**config.mk**
```make
export PLATFORM = sky130hd
export DESIGN_NAME = sdm_ctrl
export DESIGN_NICKNAME = d
export VERILOG_FILES = /design/src/rtl/core/sdm_pkg.sv /design/src/rtl/core/sdm_ctrl.sv
export VERILOG_INCLUDE_DIRS = /design/src /design/src/rtl/core
export SDC_FILE = /design/constraint.sdc
export NUM_CORES = 1
export LEC_CHECK = 0
export ABC_AREA = 1
export BUFFER_PORTS_ARGS = -buffer_cell sky130_fd_sc_hd__buf_2
export CAP_MARGIN = 40
export CELL_PAD_IN_SITES_DETAIL_PLACEMENT = 0
export CELL_PAD_IN_SITES_GLOBAL_PLACEMENT = 2
export CORE_MARGIN = 10
export CORE_UTILIZATION = 32
export CTS_BUF_LIST = sky130_fd_sc_hd__clkbuf_8
export DETAILED_ROUTE_END_ITERATION = 7
export GPL_ROUTABILITY_DRIVEN = 0
export PLACE_DENSITY_LB_ADDON = 0.1
export SETUP_SLACK_MARGIN = 0.2
export SLEW_MARGIN = 20
export SYNTH_ARGS = -nofsm -noshare
export SYNTH_HDL_FRONTEND = slang
export SYNTH_SLANG_ARGS = --single-unit
```
**constraint.sdc**
```tcl
create_clock -name clk -period 2.6 [get_ports clk]
set_input_delay 0.39 -clock clk [delete_from_list [all_inputs] [get_ports clk]]
set_output_delay 0.39 -clock clk [all_outputs]
set_load 0.02 [all_outputs]
```
**src/rtl/core/sdram_device_model_assert.svh**
```systemverilog
// Assertion macros shared by the SDRAM device model RTL.
`ifndef SDRAM_DEVICE_MODEL_ASSERT_SVH
`define SDRAM_DEVICE_MODEL_ASSERT_SVH

// Same-cycle implication, sampled on clk, off during rst.
`define SDM_ASSERT_NOW(label, ante, cons, msg) \
  label: assert property (@(posedge clk) disable iff (rst) (ante) |-> (cons)) \
    else $error(msg);

// Next-cycle implication, sampled on clk, off during rst.
`define SDM_ASSERT_NEXT(label, ante, cons, msg) \
  label: assert property (@(posedge clk) disable iff (rst) (ante) |=> (cons)) \
    else $error(msg);

`endif

```
**src/rtl/core/sdm_pkg.sv**
```systemverilog
// Shared constants and types for the SDRAM device model.
`timescale 1ns / 1ps

package sdm_pkg;

  localparam int ROW_BITS    = 13;
  localparam int COL_BITS    = 9;
  localparam int BANK_BITS   = 2;
  localparam int BANK_COUNT  = 4;
  localparam int PIN_BITS    = 13;
  localparam int DATA_BITS   = 16;
  localparam int LANE_COUNT  = 2;
  localparam int BYTE_BITS   = 8;
  localparam int ADDR_BITS   = BANK_BITS + ROW_BITS + COL_BITS;
  localparam int MEM_WORDS   = 1 << ADDR_BITS;
  localparam int OFFSET_BITS = 3;
  localparam int DELAY_BITS  = 2;

  localparam logic [OFFSET_BITS-1:0] BURST_MAX   = 3'd7;
  localparam logic [DELAY_BITS-1:0]  BURST_DELAY = 2'd2;

  // One memory access per accepted sample: a read for the result, an optional
  // byte-lane write for a WRITE command.
  typedef struct packed {
    logic                  rd_en;
    logic [ADDR_BITS-1:0]  rd_addr;
    logic [LANE_COUNT-1:0] wr_lanes;
    logic [ADDR_BITS-1:0]  wr_addr;
    logic [DATA_BITS-1:0]  wr_data;
  } mem_req_t;

endpackage

```
**src/rtl/core/sdm_ctrl.sv**
```systemverilog
// Command decode, open-row table, access address and burst counters.
`timescale 1ns / 1ps
`include "sdram_device_model_assert.svh"

module sdm_ctrl import sdm_pkg::*; (
  input  logic                  clk,
  input  logic                  rst,
  input  logic                  accept,
  input  logic                  clock_enable,
  input  logic                  chip_select_n,
  input  logic                  row_strobe_n,
  input  logic                  column_strobe_n,
  input  logic                  write_enable_n,
  input  logic [BANK_BITS-1:0]  bank,
  input  logic [PIN_BITS-1:0]   address_pins,
  input  logic [LANE_COUNT-1:0] byte_mask,
  input  logic [DATA_BITS-1:0]  write_data,
  output mem_req_t              req
);

  logic [ROW_BITS-1:0]    open_rows [BANK_COUNT];
  logic [ADDR_BITS-1:0]   access_address;
  logic [OFFSET_BITS-1:0] burst_offset;
  logic [DELAY_BITS-1:0]  burst_delay;
  logic                   prior_clock_enable;

  logic                   cmd_ok, is_act, is_rw, is_wr, is_rd;
  logic [ADDR_BITS-1:0]   lin_addr;
  logic [ADDR_BITS-1:0]   access_address_next;
  logic [OFFSET_BITS-1:0] offset_used, burst_offset_next;
  logic [DELAY_BITS-1:0]  delay_used, burst_delay_next;

  always_comb begin
    cmd_ok = prior_clock_enable & ~chip_select_n;
    is_act = cmd_ok & ~row_strobe_n & column_strobe_n & write_enable_n;
    is_rw  = cmd_ok & row_strobe_n & ~column_strobe_n;
    is_wr  = is_rw & ~write_enable_n;
    is_rd  = is_rw & write_enable_n;

    lin_addr = {bank, open_rows[bank], address_pins[COL_BITS-1:0]};
    access_address_next = is_rw ? lin_addr : access_address;

    // a read restarts the burst before this sample's word is looked up
    offset_used = is_rd ? '0 : burst_offset;
    delay_used  = is_rd ? BURST_DELAY : burst_delay;

    burst_offset_next = offset_used;
    burst_delay_next  = delay_used;
    if (delay_used == '0) begin
      if (offset_used < BURST_MAX) begin
        burst_offset_next = offset_used + 1'b1;
      end
    end else begin
      burst_delay_next = delay_used - 1'b1;
    end
  end

  always_comb begin
    req.rd_en    = accept;
    req.rd_addr  = access_address_next + ADDR_BITS'(offset_used);
    req.wr_lanes = (accept && is_wr) ? ~byte_mask : '0;
    req.wr_addr  = lin_addr;
    req.wr_data  = write_data;
  end

  always_ff @(posedge clk) begin
    if (rst) begin
      for (int i = 0; i < BANK_COUNT; i++) begin
        open_rows[i] <= '0;
      end
      access_address     <= '0;
      burst_offset       <= '0;
      burst_delay        <= '0;
      prior_clock_enable <= 1'b0;
    end else if (accept) begin
      if (is_act) begin
        open_rows[bank] <= address_pins[ROW_BITS-1:0];
      end
      access_address     <= access_address_next;
      burst_offset       <= burst_offset_next;
      burst_delay        <= burst_delay_next;
      prior_clock_enable <= clock_enable;
    end
  end

  `SDM_ASSERT_NEXT(a_read_restarts_burst, accept && is_rd,
    burst_offset == '0 && burst_delay == BURST_DELAY - 1'b1, "read did not restart burst")
  `SDM_ASSERT_NEXT(a_idle_holds_address, !accept,
    $stable(access_address) && $stable(burst_offset), "state moved without a transfer")
  `SDM_ASSERT_NEXT(a_burst_steps, accept && delay_used == '0 && offset_used < BURST_MAX,
    burst_offset == $past(offset_used) + 1'b1, "burst offset did not advance")

endmodule

```
==> impl_metrics.py <==
metrics = {
    "status": {
        "outcome": "finished with violations",
        "failed_checks": "negative setup slack",
    },
    "job": {
        "maxCapViolCount": 0,
    },
    "synth": {
        "synth-seq-area-share_pct": 43.6,
        "syn_nets": 711,
        "synth-seq-cells": 82,
        "synth.cell_area_mm2": 0.00496,
        "yosys_warnings": 0,
        "yosysUniqueCellTypes": 33,
        "synthCells": 668,
        "syn_area_per_cell_um2": 7.43,
    },
    "cells_and_area": {
        "area_growth_pct": 30.8,
        "finalNonFillerCells": 960,
        "fin_nets": 810,
        "layout-drive-gt1-share_pct": 35.4,
        "layout_commonest_cell": "nand2_1",
        "n_antenna_cell": 0,
        "layout_common_cells": "nand2_1 (150), inv_1 (76), nor2_1 (72)",
    },
    "hold_path": {
        "min_path_type": "in2reg",
    },
    "sta": {
        "min_period_ps": 2690,
        "max_freq_mhz": 372,
        "rsz0062_at_grt": "true",
        "setup_slack_ps": -90.6,
        "setup_tns_ps": -612,
        "maxSlewHeadroom_pct": 69.9,
        "whs_ps": 283,
        "final.setup_skew_ps": 6.25,
        "max_slew.worst_pin.slew_ps": 452,
        "final_hold_viol_count": 0,
        "finalMaxSlewViolations": 0,
        "setup_viol": 13,
        "period_share_pct": 103,
    },
    "power_and_ir_drop": {
        "comb_power_share_pct": 16.1,
        "seqPwrFrac_pct": 52.1,
        "internal-power_mw": 1.92,
        "leakagePower_nw": 3.00,
        "swShare_pct": 29.8,
        "peakVddDrop_uv": 214,
        "p_sw_uw": 818,
        "p_clk_share_pct": 31.8,
        "p_per_area_mw_per_mm2": 422,
    },
    "floorplan": {
        "core_mm2": 0.0152,
        "die_area_mm2": 0.0209,
        "rows": 45,
        "die_w_um": 145,
        "start_util_pct": 32.6,
        "die_h_um": 145,
        "io_pins": 108,
    },
    "route": {
        "drc": 0,
        "via_count": 4484,
        "drt_iter0_drc": 213,
        "viasPerCell": 4.67,
        "dr.pass1.iters": 4,
        "wl_per_cell_um": 15.9,
        "antenna_left": 0,
        "finalWirelength_um": 15300,
    },
    "setup_path": {
        "setup.worst_path.start_class": "register",
        "cpMaxStageDelayCell": "dfxtp_2",
        "critPathMaxFanout": 4,
        "crit_chain": "inv_2, nor2_4, nand3_2, buf_6, nand2_4, inv_4, ha_4, ha_4, nor2_4, nand2_4, nand4_1, buf_4, xnor2_2, buf_6",
        "crit_path_end_kind": "output port",
        "cpPeakStageDelay_ps": 340,
        "required_ps": 2210,
        "arrival_ps": 2300,
        "crit_type": "reg2out",
    },
    "global_route": {
        "grt_overflow": 0,
        "gr-usage-all-layers_pct": 15.0,
        "grt_max_degree": 49,
        "antenna_found_initial": 0,
        "first_global_vias": 4407,
        "grt_pass1_wl_um": 23700,
    },
    "clock_tree": {
        "worstSkewPairLatency_ps": 360,
        "htree_levels": 3,
        "cts-root-buf": "clkbuf_8",
        "numCtsBuffers": 9,
        "cts.clk_slew.worst_paths_ps": 90,
        "clock_sinks": 82,
        "clock_path_buffers": 2,
        "cts_tree": "done",
    },
    "place": {
        "dpl.cell_count": 934,
        "dp_hpwl_um": 11400,
        "port_buffers": 75,
    },
}
## worst paths after layout
kind | startpoint | cells past startpoint | slack (ps) | to
setup / recovery | prior_clock_enable | 14 | -90 | req[52]
hold / removal | accept | 2 | 280 | burst_offset[2]
setup reg to reg | prior_clock_enable | 11 | 610 | open_rows[0][2]
hold reg to reg | burst_delay[1] | 2 | 450 | burst_delay[1]
## critical path: cells and delay by family (launching register included)
kind          cells  cell delay (ps)
xor+xnor          1              110
fa+ha+maj         2              320
buf+inv           5              510
flops             1              340
simple gates      6              660
## kinds of logic (layout without fill, tap and decap cells)
logic type | count (synthesis) | in the layout | share of synthesized area (%)
AND/OR/NAND/NOR | 351 | 351 | 30.4
flip-flops | 82 | 82 | 43.6
adder cells (fa/ha/maj) | 2 | 2 | 0.504
buffers and inverters | 144 | 248 | 14.4
XOR/XNOR | 13 | 13 | 2.29
AO/OA/AOI/OAI | 76 | 76 | 8.75
## layout make-up
class | count | area, um^2
Sequential cell | 82 | 2160
Multi-Input combinational cell | 442 | 2480
Tap cell | 188 | 235
Timing Repair Buffer | 140 | 1070
Clock inverter | 7 | 51.3
Fill cell | 1608 | 8710
Clock buffer | 9 | 124
Inverter | 92 | 364
## cell usage after synthesis
| library cell | n | area [um^2] |
|---|---|---|
| nand2_1 | 181 | 679 |
| nor2_1 | 85 | 319 |
| inv_1 | 83 | 312 |
| edfxtp_1 | 52 | 1560 |
| nand3_1 | 38 | 190 |
| buf_4 | 31 | 233 |
| dfxtp_1 | 30 | 601 |
| o21ai_0 | 27 | 135 |
| a21oi_1 | 21 | 105 |
| a31oi_1 | 10 | 62.6 |
| nand2_2 | 10 | 62.6 |
| nor2_2 | 10 | 62.6 |
| clkbuf_1 | 9 | 33.8 |
| nor3_1 | 9 | 45.0 |
| inv_2 | 8 | 30.0 |
| nand4_1 | 8 | 50.1 |
| buf_6 | 7 | 78.8 |
| xnor2_1 | 7 | 61.3 |
| nor2_4 | 6 | 67.6 |
| o21ai_2 | 6 | 52.6 |
| xor2_1 | 6 | 52.6 |
| buf_2 | 5 | 25.0 |
| o21ai_1 | 5 | 25.0 |
| a211oi_1 | 3 | 22.5 |
| ha_1 | 2 | 25.0 |
| o21a_1 | 2 | 15.0 |
| a21oi_2 | 1 | 8.76 |
| and2_1 | 1 | 6.26 |
| clkinv_2 | 1 | 5.00 |
| nand2_4 | 1 | 11.3 |
| nand3_2 | 1 | 10.0 |
| o31ai_1 | 1 | 7.51 |
| or2_2 | 1 | 6.26 |
## what timing repair did
| item | CTS | global route |
|---|---|---|
| buffers inserted | 5 | 5 |
| endpoints found under the setup margin | 22 | 22 |
| hold buffers | 0 | 0 |
| pin swaps | 11 | 26 |
| resized for setup | 57 | 65 |
## metrics by stage
step / setup WS, ps / util [%] / instance area, um^2 / power (mW)
finish: -90.6 / 42.7 / 6490 / 2.74
global route: -255 / 42.7 / 6490 / 2.88
CTS: -125 / 41.0 / 6230 / 2.76
detailed placement: -68.0 / 38.3 / 5820 / 1.87
global placement: -60.9 / 38.3 / 5820 / 1.87
floorplan: 161 / - / 5070 / 1.74
## flip-flops by register name, summed over array words and instances (netlist names), named ones only
register,flops
burst_offset,3
open_rows,52
burst_delay,2
access_address,23
prior_clock_enable,1
## layer usage
layer  wire [um]  global-route usage (%)  vias up
met3         850                    2.89       22
li1            -                       -     2296
met5           0                       0        -
met4         370                    5.69        0
met1        6810                    19.1     2058
met2        7250                    24.4      108
## power groups by stage
stage / Sequential (mW) / Clock [mW] / Combinational, mW
4_1_cts: 1.43 / 0.901 / 0.431
6_report: 1.43 / 0.871 / 0.442
5_1_grt: 1.43 / 0.960 / 0.485
3_5_place_dp: 1.46 / 0 / 0.411
3_3_place_gp: 1.46 / 0 / 0.411
2_1_floorplan: 1.45 / 0 / 0.282
No activity file was read; power rests on OpenSTA's default activity.
